## src/rpn_pkg.sv

```systemverilog
// Shared types, symbol codes and the helper function of the postfix evaluator.
`default_nettype none

package rpn_pkg;

  localparam logic [7:0] SYM_PLUS  = 8'h2B;
  localparam logic [7:0] SYM_MINUS = 8'h2D;
  localparam logic [7:0] SYM_MUL   = 8'h2A;
  localparam logic [7:0] SYM_DIV   = 8'h2F;
  localparam logic [7:0] SYM_ZERO  = 8'h30;

  localparam int unsigned OUT_WIDTH = 32;

  localparam int unsigned FLAG_UNDER = 0;
  localparam int unsigned FLAG_OVER  = 1;
  localparam int unsigned FLAG_DIVZ  = 2;

  typedef enum logic [2:0] {
    ST_IDLE,
    ST_POP_L,
    ST_EXEC,
    ST_WAIT,
    ST_RD_TOP,
    ST_EMIT
  } state_e;

  typedef enum logic {
    ALU_MUL,
    ALU_DIV
  } alu_op_e;

  typedef struct packed {
    logic    start;
    alu_op_e op;
  } alu_req_t;

  typedef struct packed {
    logic done;
    logic div_zero;
  } alu_rsp_t;

  function automatic logic is_operator(logic [7:0] sym);
    return (sym == SYM_PLUS) || (sym == SYM_MINUS) || (sym == SYM_MUL) || (sym == SYM_DIV);
  endfunction

endpackage

`default_nettype wire

```

## src/rpn_ram.sv

```systemverilog
// Generic single-write, single-read RAM with a registered read port.
`default_nettype none

module rpn_ram #(
  parameter int unsigned WIDTH = 32,
  parameter int unsigned DEPTH = 16
) (
  input  wire logic                     clk_i,
  input  wire logic                     we_i,
  input  wire logic [$clog2(DEPTH)-1:0] waddr_i,
  input  wire logic [WIDTH-1:0]         wdata_i,
  input  wire logic                     re_i,
  input  wire logic [$clog2(DEPTH)-1:0] raddr_i,
  output logic      [WIDTH-1:0]         rdata_o
);

  logic [WIDTH-1:0] mem_q [DEPTH];

  always_ff @(posedge clk_i) begin
    if (we_i) begin
      mem_q[waddr_i] <= wdata_i;
    end
    if (re_i) begin
      rdata_o <= mem_q[raddr_i];
    end
  end

endmodule

`default_nettype wire

```

## src/rpn_alu.sv

```systemverilog
// Iterative shift-add multiplier and restoring signed divider, one bit per cycle.
`default_nettype none

module rpn_alu
  import rpn_pkg::*;
#(
  parameter int unsigned W = 32
) (
  input  wire logic         clk_i,
  input  wire logic         rst_ni,
  input  wire alu_req_t     req_i,
  input  wire logic [W-1:0] a_i,
  input  wire logic [W-1:0] b_i,
  output alu_rsp_t          rsp_o,
  output logic      [W-1:0] result_o
);

  localparam int unsigned SW = $clog2(W + 1);

  logic          busy_q, busy_d;
  logic          fin_q, fin_d;
  logic          done_q, done_d;
  logic          dz_q, dz_d;
  logic [SW-1:0] step_q, step_d;
  alu_op_e       op_q;
  logic          neg_q;
  logic [W-1:0]  acc_q, x_q, y_q, res_q;
  logic [W-1:0]  acc_nxt, x_nxt;
  logic [W-1:0]  mag_a, mag_b;
  logic [W:0]    rem_sh;
  logic          ge;

  assign mag_a  = a_i[W-1] ? (W'(0) - a_i) : a_i;
  assign mag_b  = b_i[W-1] ? (W'(0) - b_i) : b_i;
  assign rem_sh = {acc_q, x_q[W-1]};
  assign ge     = rem_sh >= {1'b0, y_q};

  always_comb begin
    if (op_q == ALU_MUL) begin
      acc_nxt = acc_q + (x_q[0] ? y_q : W'(0));
      x_nxt   = x_q >> 1;
    end else begin
      acc_nxt = ge ? W'(rem_sh - {1'b0, y_q}) : rem_sh[W-1:0];
      x_nxt   = {x_q[W-2:0], ge};
    end
  end

  always_comb begin
    busy_d = busy_q;
    fin_d  = 1'b0;
    done_d = 1'b0;
    dz_d   = 1'b0;
    step_d = step_q;
    if (req_i.start) begin
      if (req_i.op == ALU_DIV && mag_b == W'(0)) begin
        done_d = 1'b1;
        dz_d   = 1'b1;
      end else begin
        busy_d = 1'b1;
        step_d = SW'(W);
      end
    end else if (busy_q) begin
      step_d = step_q - SW'(1);
      if (step_q == SW'(1)) begin
        busy_d = 1'b0;
        fin_d  = 1'b1;
      end
    end else if (fin_q) begin
      done_d = 1'b1;
    end
  end

  always_ff @(posedge clk_i or negedge rst_ni) begin
    if (!rst_ni) begin
      busy_q <= 1'b0;
      fin_q  <= 1'b0;
      done_q <= 1'b0;
      dz_q   <= 1'b0;
      step_q <= '0;
    end else begin
      busy_q <= busy_d;
      fin_q  <= fin_d;
      done_q <= done_d;
      dz_q   <= dz_d;
      step_q <= step_d;
    end
  end

  always_ff @(posedge clk_i) begin
    if (req_i.start) begin
      op_q  <= req_i.op;
      acc_q <= '0;
      if (req_i.op == ALU_MUL) begin
        x_q   <= a_i;
        y_q   <= b_i;
        neg_q <= 1'b0;
      end else begin
        x_q   <= mag_a;
        y_q   <= mag_b;
        neg_q <= a_i[W-1] ^ b_i[W-1];
      end
      res_q <= '0;
    end else if (busy_q) begin
      acc_q <= acc_nxt;
      x_q   <= x_nxt;
      if (op_q == ALU_MUL) begin
        y_q <= y_q << 1;
      end
    end else if (fin_q) begin
      if (op_q == ALU_MUL) begin
        res_q <= acc_q;
      end else begin
        res_q <= neg_q ? (W'(0) - x_q) : x_q;
      end
    end
  end

  assign rsp_o.done     = done_q;
  assign rsp_o.div_zero = dz_q;
  assign result_o       = res_q;

endmodule

`default_nettype wire

```

## src/postfix_expression_evaluator.sv

```systemverilog
// Steps: an operand is pushed from ST_IDLE; + and - pass ST_POP_L and ST_EXEC; * and / also
// wait in ST_WAIT for the bit-serial multiply and divide unit, which answers without iterating
// when the divisor is zero. A last item then passes ST_RD_TOP to read the top entry and ST_EMIT
// to load the output register, and stays there while the previous result waits for its transfer.
// One item is in work at a time; in_ready_o is high only while the sequencer is idle.
// Reset clears the count, the sticky flags and the output valid; only pushed entries are read.
`default_nettype none

module postfix_expression_evaluator
  import rpn_pkg::*;
#(
  parameter int unsigned STACK_DEPTH = 16,
  parameter int unsigned VALUE_WIDTH = 32
) (
  input  wire logic                 clk_i,
  input  wire logic                 rst_ni,
  input  wire logic                 in_valid_i,
  output logic                      in_ready_o,
  input  wire logic [7:0]           symbol_i,
  input  wire logic                 last_symbol_i,
  output logic                      out_valid_o,
  input  wire logic                 out_ready_i,
  output logic signed [OUT_WIDTH-1:0] value_o,
  output logic                      underflow_o,
  output logic                      overflow_o,
  output logic                      divide_by_zero_o
);

  localparam int unsigned AW = $clog2(STACK_DEPTH);
  localparam int unsigned CW = $clog2(STACK_DEPTH + 1);
  localparam int unsigned W  = VALUE_WIDTH;

  state_e         state_q, state_d;
  logic [CW-1:0]  cnt_q, cnt_d, cnt_dec;
  logic [2:0]     flags_q, flags_d;
  logic [7:0]     sym_q, sym_d;
  logic           last_q, last_d;
  logic           r_hit_q, r_hit_d;
  logic           l_hit_q, l_hit_d;
  logic           top_hit_q, top_hit_d;
  logic [W-1:0]   right_q, right_d;
  logic           out_valid_q, out_valid_d;
  logic [OUT_WIDTH-1:0] value_q, value_d;
  logic [2:0]     oflags_q, oflags_d;

  logic           we, re;
  logic [AW-1:0]  waddr, raddr;
  logic [W-1:0]   wdata, rdata;
  logic           push_req, pop_req, pop_hit;
  logic [W-1:0]   push_val, left_val, alu_res;
  logic [OUT_WIDTH-1:0] top32;
  alu_req_t       alu_req;
  alu_rsp_t       alu_rsp;

  assign cnt_dec = cnt_q - CW'(1);

  generate
    if (W >= OUT_WIDTH) begin : g_trunc
      assign top32 = rdata[OUT_WIDTH-1:0];
    end else begin : g_ext
      assign top32 = {{(OUT_WIDTH - W){1'b0}}, rdata};
    end
  endgenerate

  rpn_ram #(
    .WIDTH (W),
    .DEPTH (STACK_DEPTH)
  ) u_stack (
    .clk_i   (clk_i),
    .we_i    (we),
    .waddr_i (waddr),
    .wdata_i (wdata),
    .re_i    (re),
    .raddr_i (raddr),
    .rdata_o (rdata)
  );

  rpn_alu #(
    .W (W)
  ) u_alu (
    .clk_i    (clk_i),
    .rst_ni   (rst_ni),
    .req_i    (alu_req),
    .a_i      (left_val),
    .b_i      (right_q),
    .rsp_o    (alu_rsp),
    .result_o (alu_res)
  );

  assign left_val = l_hit_q ? rdata : '1;

  always_comb begin
    state_d = state_q;
    unique case (state_q)
      ST_IDLE: begin
        if (in_valid_i) begin
          if (is_operator(symbol_i)) begin
            state_d = ST_POP_L;
          end else if (last_symbol_i) begin
            state_d = ST_RD_TOP;
          end
        end
      end
      ST_POP_L: state_d = ST_EXEC;
      ST_EXEC: begin
        if (sym_q == SYM_MUL || sym_q == SYM_DIV) begin
          state_d = ST_WAIT;
        end else begin
          state_d = last_q ? ST_RD_TOP : ST_IDLE;
        end
      end
      ST_WAIT: begin
        if (alu_rsp.done) begin
          state_d = last_q ? ST_RD_TOP : ST_IDLE;
        end
      end
      ST_RD_TOP: state_d = ST_EMIT;
      ST_EMIT: begin
        if (!out_valid_q || out_ready_i) begin
          state_d = ST_IDLE;
        end
      end
      default: state_d = ST_IDLE;
    endcase
  end

  always_comb begin
    in_ready_o    = 1'b0;
    push_req      = 1'b0;
    pop_req       = 1'b0;
    push_val      = '0;
    alu_req.start = 1'b0;
    alu_req.op    = (sym_q == SYM_MUL) ? ALU_MUL : ALU_DIV;
    sym_d         = sym_q;
    last_d        = last_q;
    r_hit_d       = r_hit_q;
    l_hit_d       = l_hit_q;
    right_d       = right_q;
    top_hit_d     = top_hit_q;
    out_valid_d   = out_valid_q && !out_ready_i;
    value_d       = value_q;
    oflags_d      = oflags_q;
    cnt_d         = cnt_q;
    flags_d       = flags_q;
    we            = 1'b0;
    waddr         = cnt_q[AW-1:0];
    wdata         = push_val;
    re            = 1'b0;
    raddr         = cnt_dec[AW-1:0];
    pop_hit       = 1'b0;

    unique case (state_q)
      ST_IDLE: begin
        in_ready_o = 1'b1;
        if (in_valid_i) begin
          sym_d  = symbol_i;
          last_d = last_symbol_i;
          if (is_operator(symbol_i)) begin
            pop_req = 1'b1;
          end else begin
            push_req = 1'b1;
            push_val = W'(symbol_i) - W'(SYM_ZERO);
          end
        end
      end
      ST_POP_L: begin
        right_d = r_hit_q ? rdata : '1;
        pop_req = 1'b1;
      end
      ST_EXEC: begin
        if (sym_q == SYM_PLUS) begin
          push_req = 1'b1;
          push_val = left_val + right_q;
        end else if (sym_q == SYM_MINUS) begin
          push_req = 1'b1;
          push_val = left_val - right_q;
        end else begin
          alu_req.start = 1'b1;
        end
      end
      ST_WAIT: begin
        if (alu_rsp.done) begin
          push_req = 1'b1;
          push_val = alu_res;
          if (alu_rsp.div_zero) begin
            flags_d[FLAG_DIVZ] = 1'b1;
          end
        end
      end
      ST_RD_TOP: begin
        top_hit_d = cnt_q != '0;
        re        = cnt_q != '0;
      end
      ST_EMIT: begin
        if (!out_valid_q || out_ready_i) begin
          out_valid_d = 1'b1;
          value_d     = top_hit_q ? top32 : '1;
          oflags_d    = flags_q;
          cnt_d       = '0;
          flags_d     = '0;
        end
      end
      default: ;
    endcase

    wdata = push_val;
    if (pop_req) begin
      if (cnt_q == '0) begin
        flags_d[FLAG_UNDER] = 1'b1;
      end else begin
        re      = 1'b1;
        cnt_d   = cnt_dec;
        pop_hit = 1'b1;
      end
      if (state_q == ST_IDLE) begin
        r_hit_d = pop_hit;
      end else begin
        l_hit_d = pop_hit;
      end
    end
    if (push_req) begin
      if (cnt_q >= CW'(STACK_DEPTH)) begin
        flags_d[FLAG_OVER] = 1'b1;
      end else begin
        we    = 1'b1;
        cnt_d = cnt_q + CW'(1);
      end
    end
  end

  always_ff @(posedge clk_i or negedge rst_ni) begin
    if (!rst_ni) begin
      state_q     <= ST_IDLE;
      cnt_q       <= '0;
      flags_q     <= '0;
      out_valid_q <= 1'b0;
    end else begin
      state_q     <= state_d;
      cnt_q       <= cnt_d;
      flags_q     <= flags_d;
      out_valid_q <= out_valid_d;
    end
  end

  always_ff @(posedge clk_i) begin
    sym_q     <= sym_d;
    last_q    <= last_d;
    r_hit_q   <= r_hit_d;
    l_hit_q   <= l_hit_d;
    right_q   <= right_d;
    top_hit_q <= top_hit_d;
    value_q   <= value_d;
    oflags_q  <= oflags_d;
  end

  assign out_valid_o      = out_valid_q;
  assign value_o          = value_q;
  assign underflow_o      = oflags_q[FLAG_UNDER];
  assign overflow_o       = oflags_q[FLAG_OVER];
  assign divide_by_zero_o = oflags_q[FLAG_DIVZ];

endmodule

`default_nettype wire

```

## config.mk

```make
export PLATFORM = sky130hd
export DESIGN_NAME = postfix_expression_evaluator
export DESIGN_NICKNAME = d
export VERILOG_FILES = /design/src/rpn_pkg.sv /design/src/rpn_ram.sv /design/src/rpn_alu.sv /design/src/postfix_expression_evaluator.sv
export SDC_FILE = /design/constraint.sdc
export NUM_CORES = 1
export LEC_CHECK = 0
export BUFFER_PORTS_ARGS = -buffer_cell sky130_fd_sc_hd__buf_4
export CORE_MARGIN = 3
export CORE_UTILIZATION = 45
export CTS_CLUSTER_DIAMETER = 50
export CTS_CLUSTER_SIZE = 25
export DETAILED_ROUTE_END_ITERATION = 16
export GPL_ROUTABILITY_DRIVEN = 1
export GPL_TIMING_DRIVEN = 0
export SYNTH_ARGS = -nofsm -noshare
export SYNTH_HDL_FRONTEND = slang
export SYNTH_SLANG_ARGS = --single-unit
```

## constraint.sdc

```tcl
create_clock -name clk_i -period 7.24 [get_ports clk_i]
set_input_delay 0.724 -clock clk_i [delete_from_list [all_inputs] [get_ports clk_i]]
set_output_delay 0.724 -clock clk_i [all_outputs]
set_load 0.01 [all_outputs]
```

==> impl_metrics.env, run 1 <==
export IMPL_first_global_vias=28413
export IMPL_final_count_of_hold_timing_violations=0
export IMPL_setup_slack_after_placement_ns=1.05
export IMPL_finalWeightedCongestion=0.958
export IMPL_cp_top_family="compound AO/OA/AOI/OAI gates"
export IMPL_total_clock_buffers_created_by_cts=76
export IMPL_fin_ws_ns=0.950
export IMPL_clock_path_buffers=3
export IMPL_post_place_cells=4557
export IMPL_power_leakage_nw=16.2
export IMPL_cap_violations=1
export IMPL_detail_route_wirelength_um=127000
export IMPL_yosysUniqueCellTypes=85
export IMPL_leading_cell_types_in_the_layout_fill_and_taps_excluded="edfxtp_1, nor2_1, nand2_1"
export IMPL_dp_final_hpwl_um=93100
export IMPL_die_wd_um=307
export IMPL_area_growth_synth_to_final_pct=12.7
export IMPL_fmaxAchievable_mhz=159
export IMPL_synthesis_area_per_instance_um2=12.3
export IMPL_initialDrtViolationCount=3157
export IMPL_whs_path_depth=1
export IMPL_fin_nets=3633
export IMPL_arrival_ns=6.57
export IMPL_critical_path_peak_fanout=16
export IMPL_worst_slew_pin_slew_ns=1.50
export IMPL_reg2regPathDepth=14
export IMPL_globalRouteOverflowTotal=0
export IMPL_via_count=28729
export IMPL_timing_critical_path_mode_cell="clkbuf_1"
export IMPL_design_power_total_mw=22.0
export IMPL_yosysWarnings=0
export IMPL_period_minus_slack_ns=6.29
export IMPL_worst_setup_path_end_kind="flop"
export IMPL_initial_utilization=0.458
export IMPL_number_of_antenna_violations_at_the_first_check_in_global_routing=2
export IMPL_antenna_cells=0
export IMPL_port_buffer_count=49
export IMPL_die_height_um=307
export IMPL_worstSetupPathDepth=14
export IMPL_syn_inst=3310
export IMPL_critical_path_required_ns=7.52
export IMPL_dr_pass1_iters=6
export IMPL_seq_area_frac_synth=0.553
export IMPL_avgRoutedWirePerCell_um=27.1
export IMPL_cp_cell_sequence="clkbuf_1 -> clkbuf_1 -> nand2b_1 -> ha_1 -> inv_1 -> o31ai_1 -> a311oi_1 -> a211oi_1 -> nor3_1 -> o41ai_1 -> a32oi_1 -> nand3_1 -> o211ai_1 -> a221o_1"
export IMPL_dpl_cell_area_um2=43200
export IMPL_crit_path_top_delay_cell="o41ai_1"
export IMPL_hold_class="primary input to flop"
export IMPL_drive_gt1_frac=0.130
export IMPL_outcome="finished with violations"
export IMPL_setup_viol_count_final=0
export IMPL_critPathLaunchType="flop"
export IMPL_synth_edf_count=689
export IMPL_p_per_area_nw_per_um2=479
export IMPL_grt_max_degree=34
export IMPL_post_route_drc_count=0
export IMPL_core_rowCount=109
export IMPL_slowest_delay_ns=0.75
export IMPL_htree_num_levels=3
export IMPL_final_cell_area_excluding_filler_cells_um2=45900
export IMPL_antenna_violating_nets_post_route=0
export IMPL_boundaryPins=50
export IMPL_failed_checks="capacitance limit"
export IMPL_syn_cell_area_um2=40700
export IMPL_synth_ff_latch_count=775
export IMPL_grt_first_pass_wirelength_um=187000
export IMPL_fin_crit_sh=0.869
export IMPL_synth_async_reset_ratio=0.0284
export IMPL_grt_util_all_layers=0.269
export IMPL_synth_fp_nets=3469
export IMPL_worst_path_buf_inv=3
export IMPL_total_number_of_clock_tree_sinks=775
export IMPL_worst_slew_margin_rel=0.000904
export IMPL_die_area_um2=94200
export IMPL_timing_max_transition_violations_final=0
export IMPL_post_drt_via_cell_ratio=6.11
export IMPL_vdd_ir_drop_max_v=0.000298
export IMPL_final_cell_count_no_fill=4702
export IMPL_most_frequent_standard_cell_in_the_layout_excluding_fill_and_tap_cells="edfxtp_1"
export IMPL_clk_insertion_delay_late_ns=0.67
export IMPL_yosys_most_used_dff="edfxtp_1"
export IMPL_worst_case_hold_slack_ns=0.268
export IMPL_critPathKind="flop to flop"
export IMPL_rsz_0062_raised_after_global_routing="no"
export IMPL_finClkSkew_ns=0.0620
export IMPL_clkSlewWorstSetupHoldPaths_ns=0.07
export IMPL_cts_root_buf="clkbuf_16"
export IMPL_cts_tree="yes"
export IMPL_design_core_area_um2=89100
[metal layers]
layer  vias to the layer above  global-route usage  share of wire  routed length, um
li1                      13010                   -              -                  -
met1                     14397               0.344           0.40              50500
met2                      1072               0.472           0.50              64000
met3                       250              0.0298          0.062               7860
met4                         0               0.103          0.039               4900
met5                         -                   0              0                  0
[metrics by stage]
stage	util	TNS, ns
after global routing	0.516	0
after CTS	0.515	0
after floorplan	-	0
after detailed placement	0.485	0
final	0.516	0
after global placement	0.478	-13.34
[state kept, by name, indices dropped and copies added, names as in the netlist, 3 cells and up]
name and cells:
cnt_q 5, u_stack.rdata_o 32, state_q 3, u_stack.mem_q 512, sym_q 8, u_alu.acc_q 32, u_alu.y_q 32, flags_q 3
oflags_q 3, right_q 32, u_alu.result_o 32, value_o 32, u_alu.x_q 32, u_alu.step_q 6
[area by class of cell]
type,instances,area [um2]
multi-input combinational,2224,17100
clock buffer,81,1920
clock inverter,60,808
timing repair buffer,86,922
buffer,176,666
sequential,775,22500
tap,1165,1460
fill,7706,43100
inverter,135,507
[kinds of logic (layout without fill, tap and decap cells)]
kind of cell	after synthesis	after routing	synth area share
AO/OA/AOI/OAI	825	825	0.130
XOR/XNOR	157	157	0.0337
adder cells (fa/ha/maj)	146	146	0.0456
buffers and inverters	311	538	0.0288
flip-flops	775	775	0.553
multiplexers	219	219	0.103
AND/OR/NAND/NOR	877	877	0.106
[report_power, final]
group / switching, mW / internal (mW) / total (mW) / leakage [nW]
clock network: 2.01 / 2.19 / 4.20 / 1.30
registers: 0.892 / 6.13 / 7.02 / 7.19
logic: 6.44 / 4.35 / 10.8 / 7.74
[cells in the mapped netlist (all sizes together), types with 19 or more instances]
cell type    n  area, um2
a211oi      48        360
a21o        50        375
a21oi      217       1090
a221o       25        250
a31oi       25        156
and2        22        139
and3        19        119
clkbuf     161        604
dfrtp       22        551
dfxtp       64       1280
edfxtp     689      20700
ha         142       1780
inv        132        495
mux2i       44        440
mux4       160       3600
nand2      221        830
nand2b     113        707
nand3       60        300
nand4       27        169
nor2       249        935
nor2b       22        138
nor3        53        280
o211ai      34        255
o21ai      217       1090
o21bai      22        165
o31ai       43        337
or3         19        124
xnor2      102        893
xor2        55        482
[path summary, 6_finish.rpt]
kind / start / endpoint / slack, ns
worst max-delay path: l_hit_q / u_stack.mem_q[15][26] / 0.95
worst min-delay path: last_symbol_i / last_q / 0.27
worst max register to register: l_hit_q / u_stack.mem_q[15][26] / 0.95
worst min register to register: flags_q[2] / oflags_q[2] / 0.46
max in group asynchronous: rst_ni / state_q[1] / 6.41
min in group asynchronous: rst_ni / cnt_q[1] / 0.53
[what timing repair did]
item	4_1_cts	5_1_grt
setup endpoints to repair	0	0
setup buffers	0	0
resized for setup	0	0
hold buffers	1	0
hold endpoints to repair	22	0
Power figures use the tool's default switching activity.
==> inputs of run 2 (changes only) <==
BUFFER_PORTS_ARGS = -buffer_cell sky130_fd_sc_hd__buf_2   (was -buffer_cell sky130_fd_sc_hd__buf_4)
PLACE_DENSITY = 0.64   (was default)
clock period = 7.5 ns   (was 7.24 ns; I/O delays follow)
==> run 2 against run 1 <==
Against the previous run:
- the flow now finishes without violations
- clock-buffer cell count rose by 2
- total power shrank 2.9%
- routed wire length shrank 1.0%
- worst setup slack gained 0.27 ns
- clock power about the same
- design area barely moved
- fmax increased by 0.21%
==> impl_metrics.env, run 2 (same netlist as run 1, synthesis figures left out) <==
export IMPL_power_internal_mw=12.3
export IMPL_grt_util_all_layers=0.266
export IMPL_final_cell_area_excluding_filler_cells_um2=45900
export IMPL_cts_repair_resized=0
export IMPL_initialDrtViolationCount=3217
export IMPL_worst_slew_margin_rel=0.0745
export IMPL_grt_max_degree=34
export IMPL_p_per_area_nw_per_um2=465
export IMPL_crit_path_top_delay_cell="a2111oi_0"
export IMPL_total_number_of_clock_tree_sinks=775
export IMPL_grt_first_pass_wirelength_um=186000
export IMPL_reg2regPathDepth=14
export IMPL_dp_final_hpwl_um=92400
export IMPL_critical_path_required_ns=7.80
export IMPL_die_height_um=307
export IMPL_post_place_cells=4556
export IMPL_hold_class="primary input to async pin"
export IMPL_slowest_delay_ns=0.93
export IMPL_clkSlewWorstSetupHoldPaths_ns=0.07
export IMPL_most_frequent_standard_cell_in_the_layout_excluding_fill_and_tap_cells="edfxtp_1"
export IMPL_clock_path_buffers=3
export IMPL_period_minus_slack_ns=6.28
export IMPL_cp_cell_sequence="clkbuf_1 -> clkbuf_1 -> nand2b_1 -> ha_1 -> nor2b_1 -> o21a_1 -> o21ai_0 -> a211o_1 -> o211ai_1 -> a2111oi_0 -> nor2_1 -> a31o_2 -> a221o_1 -> a221o_1"
export IMPL_dpl_cell_area_um2=43000
export IMPL_worst_case_hold_slack_ns=0.129
export IMPL_wl_met3_um=7520
export IMPL_top_layer="met4"
export IMPL_reg2reg_setup_slack_ns=1.22
export IMPL_die_wd_um=307
export IMPL_antenna_violating_nets_post_route=0
export IMPL_largest_register_ffs=512
export IMPL_critPathLaunchType="flop"
export IMPL_globalRouteOverflowTotal=0
export IMPL_dr_pass1_iters=6
export IMPL_clockPowerShare=0.196
export IMPL_htree_num_levels=3
export IMPL_area_growth_synth_to_final_pct=12.7
export IMPL_fmaxAchievable_mhz=159
export IMPL_rsz_0062_raised_after_global_routing="no"
export IMPL_finClkSkew_ns=0.0522
export IMPL_total_clock_buffers_created_by_cts=79
export IMPL_setup_slack_after_placement_ns=1.30
export IMPL_die_area_um2=94200
export IMPL_clk_insertion_delay_late_ns=0.67
export IMPL_finalWeightedCongestion=0.957
export IMPL_worst_slew_pin_slew_ns=1.37
export IMPL_drive_gt1_frac=0.133
export IMPL_design_power_total_mw=21.4
export IMPL_core_rowCount=109
export IMPL_rr_endpoint="u_stack.mem_q[3][25]"
export IMPL_combinationalPowerShare=0.487
export IMPL_power_leakage_nw=16.3
export IMPL_port_buffer_count=49
export IMPL_fin_ws_ns=1.22
export IMPL_vdd_ir_drop_max_v=0.000313
export IMPL_cap_violations=0
export IMPL_initial_utilization=0.458
export IMPL_critPathKind="flop to flop"
export IMPL_outcome="finished clean"
export IMPL_timing_max_transition_violations_final=0
export IMPL_largest_register="u_stack.mem_q"
export IMPL_via_count=28640
export IMPL_critical_path_peak_fanout=16
export IMPL_postCtsHoldBufs=0
export IMPL_final_cell_count_no_fill=4707
export IMPL_first_global_vias=28619
export IMPL_met1Wirelength_um=51000
export IMPL_post_cts_setup_buffer_count=0
export IMPL_antenna_cells=0
export IMPL_met2_wirelength_um=61700
export IMPL_number_of_antenna_violations_at_the_first_check_in_global_routing=1
export IMPL_arrival_ns=6.57
export IMPL_fin_crit_sh=0.837
export IMPL_setup_viol_count_final=0
export IMPL_total_switching_power_mw=9.07
export IMPL_final_count_of_hold_timing_violations=0
export IMPL_avgRoutedWirePerCell_um=26.7
export IMPL_seqPwrFrac=0.317
export IMPL_post_drt_via_cell_ratio=6.08
export IMPL_design_core_area_um2=89100
export IMPL_fin_nets=3634
export IMPL_setup_tns_final_ns=0
export IMPL_rr_startpoint="l_hit_q"
export IMPL_sw_frac_of_total=0.424
export IMPL_cts_tree="yes"
export IMPL_boundaryPins=50
export IMPL_cts_root_buf="clkbuf_16"
export IMPL_leading_cell_types_in_the_layout_fill_and_taps_excluded="edfxtp_1, nor2_1, nand2_1"
export IMPL_worst_setup_path_end_kind="flop"
export IMPL_final_core_util=0.516
export IMPL_detail_route_wirelength_um=126000
export IMPL_post_route_drc_count=0
run 2: cell count changes in the layout (fill, tap and decap cells not counted), moves of 3 or more:
cell,before,now
buf_4,58,7
clkinv_2,0,7
buf_2,4,53
inv_8,10,16
clkbuf_16,76,79
inv_6,11,5
run 2: area by class of cell:
class / count / area, um2
plain buffers: 176 / 666
clock buffers: 83 / 2000
clock inverters: 65 / 872
fillers: 7729 / 43100
inverters: 135 / 507
multi-input cells: 2224 / 17100
flip-flops and latches: 775 / 22500
well taps: 1165 / 1460
repair buffers: 84 / 792
run 2: worst max-delay path by stage:
stage                     startpoint                    end  cells after the start
after global placement    state_q[0]    u_stack.rdata_o[26]                      3
final                        l_hit_q   u_stack.mem_q[3][25]                     14
after detailed placement     l_hit_q  u_stack.mem_q[10][25]                     14
after floorplan           state_q[0]     u_stack.rdata_o[0]                      3
after CTS                    l_hit_q   u_stack.mem_q[3][25]                     14
after global routing         l_hit_q   u_stack.mem_q[3][25]                     14
run 2: layer usage:
metal / track usage / vias up
li1: - / 13019
met1: 0.347 / 14124
met2: 0.454 / 1234
met3: 0.0275 / 263
met4: 0.115 / 0
met5: 0 / -
run 2: power groups by stage:
stage	sequential (mW)	clock [mW]	combinational, mW
6_report	6.78	4.20	10.4
5_1_grt	6.84	4.44	11.3
4_1_cts	6.74	4.26	10.3
3_5_place_dp	6.83	0	10.2
3_3_place_gp	6.84	0	10.1
2_1_floorplan	6.41	0	7.39
run 2: worst max-delay path, delay by kind of cell (launching register included):
kind            cells  cell delay, ns
compound gates      8            3.13
buf+inv             2            1.11
simple gates        3            0.71
flops               1            0.58
fa+ha+maj           1            0.37
